[config.mk]
export PLATFORM = sky130hd
export DESIGN_NAME = mplm_ctrl
export DESIGN_NICKNAME = d
export VERILOG_FILES = /design/src/hdl/mplm_pkg.sv /design/src/hdl/mplm_ctrl.sv
export SDC_FILE = /design/constraint.sdc
export NUM_CORES = 1
export LEC_CHECK = 0
export BUFFER_PORTS_ARGS = -buffer_cell sky130_fd_sc_hd__buf_4
export CORE_AREA = 2 2 39 41
export DETAILED_ROUTE_END_ITERATION = 10
export DIE_AREA = 0 0 41 43
export SETUP_SLACK_MARGIN = 0.02
export SYNTH_ARGS = -nofsm -noshare
export SYNTH_HDL_FRONTEND = slang
export SYNTH_SLANG_ARGS = --single-unit
[constraint.sdc]
create_clock -name clock -period 3.7 [get_ports clock]
set_input_delay 0.37 -clock clock [delete_from_list [all_inputs] [get_ports clock]]
set_output_delay 0.37 -clock clock [all_outputs]
set_load 0.005 [all_outputs]
[src/hdl/mplm_pkg.sv]
// ----------------------------------------------------------------------------
// mplm_pkg
// Shared types and constants for the multi-pattern line matcher: node layout,
// input modes, register indexes, controller states and the command/status
// structs between controller and datapath.
// ----------------------------------------------------------------------------
package mplm_pkg;

   // field widths
   localparam int KEY_W   = 8;
   localparam int PTR_W   = 11;
   localparam int INDEX_W = 10;
   localparam int MODE_W  = 2;
   localparam int COUNT_W = 32;
   localparam int CSR_IDX_W = 2;

   // default automaton size
   localparam int NODE_COUNT_DEFAULT = 1024;

   // input modes
   localparam logic [MODE_W-1:0] MODE_WRITE = 2'd0;
   localparam logic [MODE_W-1:0] MODE_SCAN  = 2'd1;
   localparam logic [MODE_W-1:0] MODE_END   = 2'd2;

   // configuration register indexes
   localparam logic [CSR_IDX_W-1:0] CSR_EXACT_LINE    = 2'd0;
   localparam logic [CSR_IDX_W-1:0] CSR_FOLD_CASE     = 2'd1;
   localparam logic [CSR_IDX_W-1:0] CSR_INVERT_SELECT = 2'd2;
   localparam logic [CSR_IDX_W-1:0] CSR_EMPTY_PATTERN = 2'd3;

   // characters
   localparam logic [KEY_W-1:0] CHAR_NEWLINE = 8'h0A;
   localparam logic [KEY_W-1:0] CHAR_UPPER_A = 8'h41;
   localparam logic [KEY_W-1:0] CHAR_UPPER_Z = 8'h5A;
   localparam logic [KEY_W-1:0] CHAR_LOWER_A = 8'h61;
   localparam logic [KEY_W-1:0] CASE_OFFSET  = CHAR_LOWER_A - CHAR_UPPER_A;

   localparam logic [COUNT_W-1:0] COUNT_MAX = '1;

   // one automaton node as stored in the node table
   typedef struct packed {
      logic [KEY_W-1:0] key;
      logic [PTR_W-1:0] next;
      logic [PTR_W-1:0] sibling;
      logic [PTR_W-1:0] fail;
   } node_type;

   localparam int NODE_W = $bits(node_type);

   typedef enum logic [1:0] {
      ST_IDLE,
      ST_WALK,
      ST_FINISH_LINE,
      ST_FINISH_END
   } ctrl_state_type;

   // controller to datapath
   typedef struct packed {
      logic write_node;
      logic scan_begin;
      logic take_sib;
      logic take_fail;
      logic end_hit;
      logic end_miss;
      logic finish;
      logic clear_counts;
   } dp_cmd_type;

   // datapath to controller
   typedef struct packed {
      logic has_bytes;
      logic finished_eff;
      logic start_is_node;
      logic req_newline;
      logic byte_newline;
      logic run_out;
      logic hit;
      logic sib_node;
      logic fail_node;
   } dp_status_type;

endpackage

[src/hdl/mplm_ctrl.sv]
// ----------------------------------------------------------------------------
// mplm_ctrl
// Sequencer for the matcher: takes commands, steps the node walk one node
// per cycle and schedules line results.
// ----------------------------------------------------------------------------
module mplm_ctrl (
   input  logic                          clock,
   input  logic                          reset,
   input  logic                          start,
   input  logic [mplm_pkg::MODE_W-1:0]   req_mode,
   input  mplm_pkg::dp_status_type       status,
   output mplm_pkg::dp_cmd_type          cmd,
   output logic                          busy
);
   import mplm_pkg::*;

   ctrl_state_type state_ff, state_in;
   logic           accept;

   assign accept = start && (state_ff == ST_IDLE);
   assign busy   = (state_ff != ST_IDLE);

   // state register
   always_ff @(posedge clock) begin
      if (reset) begin
         state_ff <= ST_IDLE;
      end else begin
         state_ff <= state_in;
      end
   end

   // next state
   always_comb begin
      state_in = state_ff;
      case (state_ff)
         ST_IDLE: begin
            if (accept) begin
               case (req_mode)
                  MODE_SCAN: begin
                     if (!status.finished_eff && status.start_is_node) begin
                        state_in = ST_WALK;
                     end else if (status.req_newline) begin
                        state_in = ST_FINISH_LINE;
                     end
                  end
                  MODE_END: begin
                     if (status.has_bytes) begin
                        state_in = ST_FINISH_END;
                     end
                  end
                  default: state_in = ST_IDLE;
               endcase
            end
         end
         ST_WALK: begin
            if (status.run_out || status.hit ||
                (!status.sib_node && !status.fail_node)) begin
               state_in = status.byte_newline ? ST_FINISH_LINE : ST_IDLE;
            end
         end
         ST_FINISH_LINE: state_in = ST_IDLE;
         ST_FINISH_END:  state_in = ST_IDLE;
         default:        state_in = ST_IDLE;
      endcase
   end

   // datapath commands
   always_comb begin
      cmd = '0;
      case (state_ff)
         ST_IDLE: begin
            if (accept) begin
               case (req_mode)
                  MODE_WRITE: cmd.write_node = 1'b1;
                  MODE_SCAN: begin
                     cmd.scan_begin = 1'b1;
                     if (!status.finished_eff && !status.start_is_node) begin
                        cmd.end_miss = 1'b1;
                     end
                  end
                  MODE_END: begin
                     if (!status.has_bytes) begin
                        cmd.clear_counts = 1'b1;
                     end
                  end
                  default: cmd = '0;
               endcase
            end
         end
         ST_WALK: begin
            if (status.run_out) begin
               cmd.end_miss = 1'b1;
            end else if (status.hit) begin
               cmd.end_hit = 1'b1;
            end else if (status.sib_node) begin
               cmd.take_sib = 1'b1;
            end else begin
               cmd.take_fail = 1'b1;
               cmd.end_miss  = !status.fail_node;
            end
         end
         ST_FINISH_LINE: cmd.finish = 1'b1;
         ST_FINISH_END: begin
            cmd.finish       = 1'b1;
            cmd.clear_counts = 1'b1;
         end
         default: cmd = '0;
      endcase
   end

endmodule

# Word-level counts from Yosys, hierarchy flattened
# Index checks and enable logic that the tools add are counted.
# op_classes
n_eq_ne	9
n_mux	27
n_reduce_logical	15
# op_table
operator	count
two-way mux 2 bit	8
two-way mux 1 bit	12
two-way mux 8 bit	1
case mux 4 bit (2 select lines)	1
== test 2 bit (second input constant)	3
case mux 2 bit (3 select lines)	1
== test 2 x 1 -> 1 bit (second input constant)	2
logical AND 1 bit	4
zero test 1 bit	4
zero test 2 bit	2
inequality test 2 bit (second input constant)	2
inequality test 4 bit (second input constant)	1
case mux 1 bit (2 select lines)	2
case mux 2 bit (2 select lines)	1
AND reduction 4 bit	1
two-way mux 3 bit	1
inequality test 3 bit (second input constant)	1
logical OR 1 bit	2
nonzero test 2 bit	1
OR reduction 2 bit	1
# word_totals
register_bits	2
input_bits	14
out_inout_bits	9

# Depth between registers and ports, before layout
# Gate-level depths: netlist (run 1).
# logic_depth
ltp_word	6
ltp_mapped	6
ltp_nobuf	6

# Worst setup path after synthesis (run 1)
# No wires, ideal clock.
# synth_timing
path_type	input to register
from	in req_mode[0] (netlist name)
to	reg state_ff[0]
arrival_ps	1366
path_slack_ps	2213
path_stages	6
path_cell_list	inv_1 ha_1 nor2b_4 o21ai_1 o311ai_4 mux2_4
# synth_via
elab_chain_len	4
# synth_rtl
element	line	text
start, declared	mplm_ctrl.sv:10	input logic [mplm_pkg::MODE_W-1:0] req_mode,
== test 2 bit or == test 2 x 1 -> 1 bit (tied branches)	mplm_ctrl.sv:38	case (req_mode)
case mux 2 bit (2 select lines)	mplm_ctrl.sv:38	
two-way mux 2 bit	mplm_ctrl.sv:37	if (accept) begin
case mux 2 bit (3 select lines)	mplm_ctrl.sv:35	case (state_ff)
end signal, assigned	mplm_ctrl.sv:28	state_ff <= state_in;
end, declared	mplm_ctrl.sv:17	ctrl_state_type state_ff, state_in;
# Several ways; a longest one is shown, not always the timed one. The select of a mux whose other input is x is not followed.
# A chain may end at the register's enable or synchronous reset.

==> impl_metrics.toml, run 1 <==
[global_routing]
grt_pass1_vias = 378
met2_usage = 0.181
grt_pass1_wl_mm = 1.37
antenna_found_initial = 0
grt_usage = 0.109
busiest_layer = "met2"
use_met1 = 0.130
use_met3 = 0.00524
grt_overflow_total = 0
grt_max_degree = 7

[routing]
num_vias = 395
vias_per_cell = 4.49
ant_nets = 0
first_iter_violations = 4
wirelength_um = 883
wl_per_cell_um = 10.0
first_pass_iters = 4
drc_errors = 0

[pwr]
p_clk_frac = 0.393
power-per-cell-area_mw_per_mm2 = 210
p_int_mw = 0.0874
cellLeakagePower_nw = 0.311
combPwrFrac = 0.411
p_switching_mw = 0.0366
power_frac_seq = 0.196
irDropWorstVdd_v = 0.0000597
p_sw_frac = 0.295

[logic_synthesis]
avgSynthCellArea_sq_um = 8.17
yosys_warnings = 0
yosysUniqueCellTypes = 23
synth_nets = 69
syn_area_sq_um = 384
ys_ff_latch = 2
syn_inst = 47
synth_seq_area_share = 0.104

[setup_path]
critPathArrivalTime_ns = 1.37
critPathKind = "reg -> out"
end_kind = "primary output"
cp.required_ns = 3.33
worstSetupStartpointType = "register"
crit_fanout = 4

[clock_tree]
clockRootBuffer = "clkbuf_4"
cts_num_sinks = 2
holdBufCountCts = 0
clk_latency_ns = 0.22
cts_tree = "yes"
cts_buffer_depth = 2
cts_buffers = 3
cts_setup_buffers = 0
cts_resized = 0
clkTransAtPathRegs_ns = 0.03
htree_levels = 1

[placement]
dp.cells = 85
io_buffers = 22
gp_congestion = 0.772
place_area_sq_um = 569
place_ws_ns = 2.05

[timing]
fmax_mhz = 576
drv_slew = 0
slew_headroom = 0.799
fin_ws_ns = 1.96
fin_worst_skew_ns = 0.000847
final.period_utilization = 0.470
fin_tns_setup_ns = 0
fin_crit_ns = 1.74
rsz0062_at_grt = "false"
setup-violations-final = 0
max_slew.worst_pin.slew_ns = 0.300
report.final.hold_viol_count = 0

[floorplan]
die_y_um = 43
core_area_sq_mm = 0.00138
die_w_um = 41
ios = 23
fp-row-count = 14
initial_utilization = 0.278
die_area_sq_mm = 0.00176

[finish]
top_regs = "state_ff: 2 flops"
finalNonFillerCells = 88
fin_area_sq_um = 592
final_util = 0.428
areaGrowthSynthToFinish_pct = 54.1
drive_gt1_frac = 0.472
final_cell_mix = "buf_4, ha_1, inv_1"
top_register = "state_ff"
largest_register_ffs = 2
antenna_cells = 0
final_common_cell = "buf_4"
final_net_count = 96

[flow_run]
max_cap_viol_count = 0

[worst_hold_path]
min_path_type = "in -> reg"

[status]
outcome = "finished clean"
-- cells in the mapped netlist --
cell type | instances | area share
dfxtp_1 | 2 | 0.10
or2_2 | 1 | 0.016
nor2b_1 | 2 | 0.033
mux2i_1 | 1 | 0.026
and3_2 | 2 | 0.039
o21ai_0 | 2 | 0.026
nand2_1 | 2 | 0.020
inv_1 | 6 | 0.059
inv_2 | 2 | 0.020
nor3b_2 | 1 | 0.033
nor2_1 | 3 | 0.029
nand4_1 | 1 | 0.016
nor2b_4 | 1 | 0.036
ha_1 | 8 | 0.26
nor3_1 | 2 | 0.026
mux2_4 | 1 | 0.039
nand3b_1 | 1 | 0.020
a31oi_1 | 2 | 0.033
and2_1 | 1 | 0.016
o21ai_1 | 3 | 0.039
o311ai_4 | 1 | 0.068
a221o_1 | 1 | 0.026
nand2b_1 | 1 | 0.016
-- metal layers --
layer | vias to the layer above | routed length [um]
li1 | 211 | -
met1 | 173 | 351
met2 | 11 | 489
met3 | 0 | 42
met4 | 0 | 0
met5 | - | 0
-- worst max-delay path: stages, from the launching register on --
cell and delay (ns):
dfxtp_1 0.33, inv_1 0.11, ha_1 0.22, nor3b_2 0.21, nor2b_1 0.16, buf_4 0.12
-- power groups by stage --
stage	Combinational [mW]	Clock (mW)	Sequential (mW)
after detailed placement	0.0517	0	0.0246
after floorplan	0.0271	0	0.0243
final	0.0510	0.0487	0.0243
after global placement	0.0518	0	0.0247
after global routing	0.0563	0.0557	0.0246
after CTS	0.0519	0.0535	0.0244
-- metrics by stage --
| stage | power (mW) | hold WS (ns) |
|---|---|---|
| global route | 0.137 | 0.466 |
| floorplan | 0.0514 | 0.484 |
| global placement | 0.0765 | 0.532 |
| finish | 0.124 | 0.456 |
| detailed placement | 0.0762 | 0.525 |
| CTS | 0.130 | 0.441 |
-- cell families (layout without fill, tap and decap cells) --
group	after synthesis	after routing	share of synthesized area
adders and majority gates	8	8	0.261
and+or+nand+nor	18	18	0.300
DFF	2	2	0.104
AOI/OAI and AO/OA	9	9	0.192
muxes	2	2	0.0651
buffers and inverters	8	33	0.0782
-- worst paths after layout --
check             slack [ns]  cells past startpoint         from     endpoint
setup / recovery        1.96                      5  state_ff[1]       cmd[4]
hold / removal          0.46                      3        reset  state_ff[1]
setup reg to reg        2.13                      5  state_ff[0]  state_ff[0]
hold reg to reg         0.53                      2  state_ff[1]  state_ff[1]
-- area by class of cell --
class / count / area [sq um]
fill: 154 / 792
multi-input combinational: 37 / 314
timing repair buffer: 22 / 165
sequential: 2 / 40.0
inverter: 8 / 30.0
clock buffer: 3 / 22.5
tap: 16 / 20.0
(Power assumes the default switching activity.)
==> inputs of run 2 (changes only) <==
clock period = 1.7 ns   (was 3.7 ns; I/O delays follow)
==> run 2 against run 1 <==
Against the previous run: clock power increased by 110%; highest routed layer unchanged; sequential share of layout area decreased by 0.085 points; clock-buffer cell count stayed put; total power rose by 120%; via count rose by 1.5%; worst setup slack worse by 1.8 ns; critical path type is now reg -> reg; final area grew 1.3%; hold slack worse by 0.19 ns; largest cell class unchanged; combinational power increased by 120%; routed wire length up 6.5%; sequential power up 120%; die area unchanged.
==> impl_metrics.toml, run 2 (synthesized netlist as in run 1, its figures left out) <==
[placement]
dpl.hpwl_um = 813
io_buffers = 22
gp_congestion = 0.751
place_area_sq_um = 577

[finish]
top_register = "state_ff"
final_util = 0.433
drive_gt1_frac = 0.479
final_common_cell = "buf_4"
antenna_cells = 0
final_cell_mix = "buf_4, ha_1, inv_1"
largest_register_ffs = 2
areaGrowthSynthToFinish_pct = 56.0
final_net_count = 97
fin_area_sq_um = 599
top_regs = "state_ff: 2 flops"

[routing]
vias_per_cell = 4.51
wirelength_um = 940
drc_errors = 0
wl_per_cell_um = 10.6
ant_nets = 0
first_pass_iters = 2
num_vias = 401
first_iter_violations = 3

[clock_tree]
clkTransAtPathRegs_ns = 0.03
htree_levels = 1
cts_buffers = 3
clockRootBuffer = "clkbuf_4"
cts_buffer_depth = 2
cts_setup_buffers = 0
holdBufCountCts = 0
cts_num_sinks = 2
cts_tree = "yes"
cts_resized = 0
clk_latency_ns = 0.22

[setup_path]
critPathKind = "reg -> reg"
critPathArrivalTime_ns = 1.68
worstSetupStartpointType = "register"
end_kind = "register"
cp.required_ns = 1.81
crit_fanout = 6

[timing]
drv_slew = 0
fin_tns_setup_ns = 0
report.final.hold_viol_count = 0
fmax_mhz = 637
max_slew.worst_pin.slew_ns = 0.316
fin_worst_skew_ns = 0.000132
final.period_utilization = 0.924
rsz0062_at_grt = "false"
timing.hold.ws_ns = 0.265
slew_headroom = 0.788
setup-violations-final = 0
fin_crit_ns = 1.57

[global_routing]
grt_max_degree = 7
antenna_found_initial = 0
grt_pass1_vias = 430
grt_overflow_total = 0
grt_pass1_wl_mm = 1.70
grt_usage = 0.143

[pwr]
power-per-cell-area_mw_per_mm2 = 453
irDropWorstVdd_v = 0.000135
cellLeakagePower_nw = 0.316

[floorplan]
core_area_sq_mm = 0.00138
die_area_sq_mm = 0.00176
die_y_um = 43
initial_utilization = 0.278
die_w_um = 41
fp-row-count = 14
ios = 23

[status]
outcome = "finished clean"

[worst_hold_path]
min_path_type = "in -> reg"

[flow_run]
max_cap_viol_count = 0
-- run 2: changes by cell type in the layout (fill, tap and decap cells not counted), sizes merged --
cell | before | now
buf | 22 | 23
-- run 2: area by class of cell --
cell class,count,area (sq um)
fillers,145,785
well taps,16,20.0
multi-input cells,37,314
clock buffers,3,22.5
inverters,8,30.0
repair buffers,23,173
flip-flops and latches,2,40.0
-- run 2: worst paths after layout --
path               startpoint          end  slack [ns]  cells past startpoint
hold / removal          reset  state_ff[1]        0.26                      3
setup / recovery  state_ff[0]  state_ff[0]        0.13                      5
setup reg to reg  state_ff[0]  state_ff[0]        0.13                      5
hold reg to reg   state_ff[1]  state_ff[1]        0.54                      2
-- run 2: worst max-delay path: stages (launching register included) --
cell and delay, ns:
dfxtp_1 0.31, inv_1 0.13, ha_1 0.28, inv_2 0.08, o311ai_4 0.33, mux2_4 0.32
-- run 2: metrics by stage --
step,setup slack (ns),power [mW],instances
2_1_floorplan,0.241,0.112,47
3_3_place_gp,0.180,0.168,86
3_5_place_dp,0.128,0.168,86
4_1_cts,0.127,0.279,89
5_1_grt,0.0244,0.300,89
6_report,0.130,0.271,89
-- run 2: where the power goes --
part	total, mW	internal (mW)	switching, mW
clock network	0.104	0.0779	0.0266
logic	0.114	0.0633	0.0508
registers	0.0529	0.0502	0.00268
total	0.271	0.191	0.0800
-- run 2: per-layer routing --
| metal | GRT usage | wire, um | vias up |
|---|---|---|---|
| met2 | 0.216 | 505 | 11 |
| met1 | 0.178 | 397 | 175 |
| met3 | 0.0314 | 37 | 0 |
| met4 | 0.0800 | 0 | 0 |
| li1 | - | - | 215 |
| met5 | 0 | 0 | - |
